### src/rtl/dmi_pkg.sv
// ----------------------------------------------------------------------------
// dmi_pkg
// Types, constants and state codes shared by the damped motion integrator.
// ----------------------------------------------------------------------------
package dmi_pkg;

   localparam int VelW = 24;
   localparam int PosW = 32;
   localparam int DtW  = 16;

   localparam logic signed [VelW-1:0] VelSnap = 24'sd6554;
   localparam logic signed [VelW-1:0] VelMax  = 24'sh7FFFFF;
   localparam logic signed [VelW-1:0] VelMin  = -24'sh800000;

   // register indexes
   localparam logic CsrDampRate = 1'b0;
   localparam logic CsrDampOff  = 1'b1;

   // heading codes
   localparam logic [1:0] HeadNorth = 2'd0;
   localparam logic [1:0] HeadSouth = 2'd1;
   localparam logic [1:0] HeadWest  = 2'd2;
   localparam logic [1:0] HeadEast  = 2'd3;

   typedef struct packed {
      logic signed [VelW-1:0] accel_x;
      logic signed [VelW-1:0] accel_y;
      logic [DtW-1:0]         time_step;
   } req_type;

   typedef struct packed {
      logic signed [PosW-1:0] new_pos_x;
      logic signed [PosW-1:0] new_pos_y;
      logic signed [VelW-1:0] new_vel_x;
      logic signed [VelW-1:0] new_vel_y;
      logic [1:0]             heading_out;
   } rsp_type;

   typedef enum logic [3:0] {
      ST_IDLE,
      ST_ACCEL,
      ST_DAMP1,
      ST_DAMP2,
      ST_SQUARE,
      ST_SQRT,
      ST_DIV,
      ST_POS,
      ST_OUT
   } state_type;

   // which operand set the shared multiplier uses
   typedef enum logic [2:0] {
      MUL_ACCEL,
      MUL_DAMP1,
      MUL_DAMP2,
      MUL_SQUARE,
      MUL_POS
   } mul_sel_type;

   typedef struct packed {
      logic        load;
      logic        mul_en;
      mul_sel_type mul_sel;
      logic        sqrt_start;
      logic        sqrt_step;
      logic        div_start;
      logic        div_step;
      logic        commit;
   } cmd_type;

   typedef struct packed {
      logic over_limit;
      logic sqrt_done;
      logic div_done;
   } sts_type;

   // saturate a wide sum into 24 bits
   function automatic logic signed [VelW-1:0] sat_vel(input logic signed [49:0] x);
      logic signed [VelW-1:0] r;
      if (x > 50'sd8388607)
         r = VelMax;
      else if (x < -50'sd8388608)
         r = VelMin;
      else
         r = x[VelW-1:0];
      return r;
   endfunction

endpackage

### src/rtl/dmi_ctrl.sv
// ----------------------------------------------------------------------------
// dmi_ctrl
// Sequencer: walks one transaction through acceleration, damping (skipped when off),
// speed limit (when over it) and position.
module dmi_ctrl import dmi_pkg::*; (
   input  logic      clock,
   input  logic      reset,
   input  logic      req_valid,
   output logic      req_stall,
   output logic      rsp_valid,
   input  logic      rsp_stall,
   input  logic      damp_off,
   input  sts_type   sts,
   output cmd_type   cmd
);

   state_type state_ff, state_in;

   // next state
   always_comb begin
      state_in = state_ff;
      case (state_ff)
         ST_IDLE:   if (req_valid) state_in = ST_ACCEL;
         ST_ACCEL:  state_in = damp_off ? ST_SQUARE : ST_DAMP1;
         ST_DAMP1:  state_in = ST_DAMP2;
         ST_DAMP2:  state_in = ST_SQUARE;
         ST_SQUARE: state_in = ST_SQRT;
         ST_SQRT: begin
            if (!sts.over_limit) state_in = ST_POS;
            else if (sts.sqrt_done) state_in = ST_DIV;
         end
         ST_DIV:    if (sts.div_done) state_in = ST_POS;
         ST_POS:    state_in = ST_OUT;
         ST_OUT:    if (!rsp_stall) state_in = ST_IDLE;
         default:   state_in = ST_IDLE;
      endcase
   end

   // outputs
   always_comb begin
      cmd = '0;
      cmd.mul_sel = MUL_ACCEL;
      req_stall = 1'b1;
      rsp_valid = 1'b0;
      case (state_ff)
         ST_IDLE: begin
            req_stall = 1'b0;
            cmd.load  = req_valid;
         end
         ST_ACCEL:  begin cmd.mul_en = 1'b1; cmd.mul_sel = MUL_ACCEL; end
         ST_DAMP1:  begin cmd.mul_en = 1'b1; cmd.mul_sel = MUL_DAMP1; end
         ST_DAMP2:  begin cmd.mul_en = 1'b1; cmd.mul_sel = MUL_DAMP2; end
         ST_SQUARE: begin
            cmd.mul_en = 1'b1; cmd.mul_sel = MUL_SQUARE;
         end
         ST_SQRT: begin
            cmd.sqrt_step = sts.over_limit && !sts.sqrt_done;
            cmd.div_start = sts.over_limit && sts.sqrt_done;
         end
         ST_DIV:    cmd.div_step = !sts.div_done;
         ST_POS:    begin cmd.mul_en = 1'b1; cmd.mul_sel = MUL_POS; cmd.commit = 1'b1; end
         ST_OUT:    rsp_valid = 1'b1;
         default:   ;
      endcase
      cmd.sqrt_start = 1'b0;
      if (state_ff == ST_SQUARE) cmd.sqrt_start = 1'b1;
   end

   // advance
   always_ff @(posedge clock) begin
      if (reset) state_ff <= ST_IDLE;
      else state_ff <= state_in;
   end

endmodule

### config.mk
export PLATFORM = sky130hd
export DESIGN_NAME = dmi_ctrl
export DESIGN_NICKNAME = d
export VERILOG_FILES = /design/src/rtl/dmi_pkg.sv /design/src/rtl/dmi_ctrl.sv
export SDC_FILE = /design/constraint.sdc
export NUM_CORES = 1
export LEC_CHECK = 0
export BUFFER_PORTS_ARGS = -buffer_cell sky130_fd_sc_hd__buf_4
export CORE_AREA = 2 2 39 41
export DETAILED_ROUTE_END_ITERATION = 10
export DIE_AREA = 0 0 41 43
export PLACE_DENSITY_LB_ADDON = 0.15
export SYNTH_ARGS = -nofsm -noshare
export SYNTH_HDL_FRONTEND = slang
export SYNTH_SLANG_ARGS = --single-unit
export TNS_END_PERCENT = 1
### constraint.sdc
create_clock -name clock -period 1.2 [get_ports clock]
set_clock_uncertainty 0.2 [all_clocks]
set_input_delay 0 -clock clock [delete_from_list [all_inputs] [get_ports clock]]
set_output_delay 0 -clock clock [all_outputs]
set_load 0.02 [all_outputs]
* Word-level counts from Yosys, hierarchy flattened
Cells that the tools add are included.
** Storage, ports and cells
- Bits in registers :: 4
- Input port bits :: 8
- Output and inout port bits :: 12
- Logic and storage cells :: 34
** Operators by class
- Equal/unequal tests :: 12
- Muxes and demuxes :: 15
- Reduce and logical (&&, ||, !) cells :: 6
** Operator list (number)
- 4-bit one-hot mux with 9 select lines :: 1
- 4-bit two-way mux :: 5
- 4-bit one-hot mux with 5 select lines :: 1
- 4-bit by 3-bit equality test with 1-bit output, second input constant :: 4
- 4-bit by 2-bit equality test with 1-bit output, second input constant :: 2
- 1-bit two-way mux :: 6
- 2-bit != test, second input constant :: 3
- 4-bit by 1-bit equality test with 1-bit output, second input constant :: 1
- 4-bit equality test, second input constant :: 1
- 4-bit zero test :: 1
- 4-bit AND reduction :: 1
- 3-bit two-way mux :: 1
- 3-bit != test, second input constant :: 1
- 1-bit logical AND :: 2
- 1-bit zero test :: 2
- 2-bit two-way mux :: 1

* Longest topological paths before layout
- Depth in word-level cells :: 3
- Gate-level depth with buffers :: 4
- Depth with buffers taken out :: 3

* Worst setup path before layout
Ideal clock, no wire load.
- Path kind :: reg-to-output
- Start point :: reg state_ff[1]
- End point :: out cmd[8] (netlist bit)
- Arrival :: 1.291 ns
- Data required time :: 1.000 ns
- Slack :: -0.291 ns
- Cell stages (with the launch flop) :: 5
- Buffers on the path :: 1
- Path through :: dfxtp_1 > buf_6 > and2b_1 > nor3_1 > a211oi_1
** RTL lines
- start: declaration :: RTL line dmi_ctrl.sv:17 : state_type state_ff, state_in;
- start signal: assignment :: RTL line dmi_ctrl.sv:72 : else state_ff <= state_in;
- end: declaration :: RTL line dmi_ctrl.sv:14 : output cmd_type cmd

==> results.sh <==
export IMPL_status="complete, but fails checks"
export IMPL_violations="negative hold slack, negative setup slack"
export IMPL_ys_warn_count=0
export IMPL_grt_max_degree=11
export IMPL_synthTopCellsByArea="dfxtp_1, buf_6, a2111oi_2, nor3_1, nor4b_4"
export IMPL_ys_ff_latch=4
export IMPL_tightest_slew_ns=0.243
export IMPL_gp_congestion=0.762
export IMPL_hold_depth=3
export IMPL_cts_root_buf="clkbuf_4"
export IMPL_reg_largest_list="state_ff x4"
export IMPL_first_pass_iters=2
export IMPL_r2r_end="state_ff[1]"
export IMPL_hold_path_class="input port to register"
export IMPL_drt_wirelength_per_cell_microns=11.9
export IMPL_power_density_nw_per_um2=835
export IMPL_vias=458
export IMPL_place_port_buffers=19
export IMPL_netlist_instances=44
export IMPL_crit_fanout=9
export IMPL_arrival_ns=1.26
export IMPL_final_nets=86
export IMPL_drive_above_1_share_pct=72.4
export IMPL_synth_cell_types=26
export IMPL_max_clock_freq_ghz=0.686
export IMPL_die_w_microns=41
export IMPL_largest_reg_flops=4
export IMPL_antenna_found_initial=0
export IMPL_critPathTopFamily="simple AND/OR/NAND/NOR gates"
export IMPL_cts_tree="yes"
export IMPL_initial_core_util_pct=29.7
export IMPL_ant_nets=0
export IMPL_place_detailed_hpwl_microns=781
export IMPL_fp_dieArea_sq_um=1760
export IMPL_gr_usage_all_layers_pct=14.9
export IMPL_clk_latency_ns=0.23
export IMPL_area_delta_synth_final_pct=79.9
export IMPL_h_tree_depth=1
export IMPL_hold_violations=2
export IMPL_routed_wl_mm=1.10
export IMPL_clock_sinks=4
export IMPL_crit_slowest_cell="dfxtp_4"
export IMPL_cts_hold_buf=2
export IMPL_syn_num_nets=52
export IMPL_crit_buf_inv=1
export IMPL_end_kind="output port"
export IMPL_rsz0062_at_grt="true"
export IMPL_yosys_area_top_type="dfxtp_1"
export IMPL_cts_path_max_buffers=2
export IMPL_coreArea_sq_um=1380
export IMPL_boundaryPins=20
export IMPL_reg2reg_from="state_ff[1]"
export IMPL_finalNonFillerCells=92
export IMPL_holdPathEnd="state_ff[0]"
export IMPL_slowest_delay_ns=0.38
export IMPL_die_y_microns=43
export IMPL_crit_path_start_kind="register"
export IMPL_drc=0
export IMPL_syn_avg_cell_area_sq_um=9.33
export IMPL_min_from="sts[0]"
export IMPL_diodes=0
export IMPL_post_place_cells=86
export IMPL_first_global_vias=430
export IMPL_path_cells="and2b_2, nor3_2, a211oi_2, buf_4"
export IMPL_cts_buffers_inserted=3
export IMPL_finalCritPeriodShare_pct=121
export IMPL_path_class="register to output port"
export IMPL_yosysSeqAreaShare_pct=19.5
export IMPL_regMostFlops="state_ff"
export IMPL_worst_slack_ns=-0.257
export IMPL_drtIter0Drc=2
export IMPL_post_route_util_pct=53.3
export IMPL_final_cell_mix="buf_4, nor2_1, buf_6"
export IMPL_leakage_uw=0.000352
export IMPL_fin_crit_ns=1.46
export IMPL_grt_pass1_wl_mm=1.79
export IMPL_viasPerCell=4.98
export IMPL_synth_area_sq_um=410
export IMPL_final_common_cell="buf_4"
export IMPL_fillerInstances=135
export IMPL_reg2regPathDepth=3
export IMPL_setup_violations=16
export IMPL_r2r_setup_slack_ns=-0.12
export IMPL_rows=14
export IMPL_required_ns=1.00
export IMPL_finalMaxSlewViolations=0
export IMPL_grt_overflow=0
export IMPL_synth_top_area_share_pct=19.5
export IMPL_whs_ns=-0.0512
export IMPL_peakVddDrop_mv=0.462
export IMPL_clk_pin_slew_worst_paths_ns=0.04
export IMPL_maxSlewHeadroom_pct=83.8
export IMPL_drv_cap=0
how the worst max path moves through the flow:
stage           startpoint     endpoint  slack [ns]  cells after the start
2_1_floorplan  state_ff[2]  state_ff[3]       -0.11                      4
3_3_place_gp   state_ff[1]  state_ff[1]       -0.18                      2
3_5_place_dp   state_ff[1]  state_ff[1]       -0.17                      2
4_1_cts        state_ff[1]       cmd[8]       -0.26                      4
5_1_grt        state_ff[1]       cmd[8]       -0.32                      4
6_report       state_ff[1]       cmd[8]       -0.26                      4
tightest hold or removal path: stages:
cell	delay [ns]
buf_4	0.07
nand3b_1	0.12
a32o_2	0.16
synth_stat cells:
| cell | n |
|---|---|
| nor2_1 | 6 |
| nor3_1 | 5 |
| dfxtp_1 | 4 |
| buf_6 | 3 |
| a2111oi_2 | 2 |
| and2b_1 | 2 |
| o21a_1 | 2 |
| or2b_1 | 2 |
| a211oi_1 | 1 |
| a21oi_1 | 1 |
| a32o_2 | 1 |
| and2_4 | 1 |
| and3_1 | 1 |
| and4_2 | 1 |
| and4b_1 | 1 |
| and4b_2 | 1 |
| and4b_4 | 1 |
| buf_4 | 1 |
| inv_1 | 1 |
| mux2i_1 | 1 |
| nand2_1 | 1 |
| nand3b_1 | 1 |
| nand3b_4 | 1 |
| nor4b_4 | 1 |
| o21ai_0 | 1 |
| or2b_2 | 1 |
through the flow:
stage / total power [uW] / area (sq um) / setup TNS [ns] / worst slack (ns)
floorplan: 314 / 419 / -0.563 / -0.109
global placement: 413 / 619 / -0.977 / -0.177
detailed placement: 412 / 619 / -0.918 / -0.169
CTS: 612 / 697 / -2.55 / -0.260
global route: 666 / 738 / -3.27 / -0.317
finish: 616 / 738 / -2.34 / -0.257
power by group:
part	total, uW	internal, uW	switching, uW
logic	287	156	130
clock network	169	112	57.3
registers	160	142	18.1
total	616	410	206
layer usage:
layer  GRT usage, %  up-vias  wire length (microns)
met5              0        -                      0
met4           8.00        0                      0
met3           5.24        0                     39
met2           21.6        7                    577
met1           18.4      218                    481
li1               -      233                      -
kinds of logic (layout without fill, tap and decap cells):
| group | Yosys count | in the layout | share of synthesized area, % |
|---|---|---|---|
| flops | 4 | 4 | 19.5 |
| buf+inv | 5 | 37 | 11.0 |
| simple gates | 26 | 26 | 49.1 |
| compound gates | 8 | 8 | 18.0 |
| mux | 1 | 1 | 2.44 |
cell type report:
cell class | instances | area (sq um) | share of cell area [%]
clock buffer | 3 | 22.5 | 3.05
inverter | 1 | 3.75 | 0.508
multi-input combinational | 35 | 324 | 43.9
sequential | 4 | 92.6 | 12.5
tap | 16 | 20.0 | 2.71
timing repair buffer | 33 | 275 | 37.3
timing repair:
action	CTS	global route
pin swaps	1	2
hold endpoints to repair	4	2
resized for setup	11	9
setup endpoints to repair	16	16
setup buffers	0	1
No activity file was read; power rests on OpenSTA's default activity.
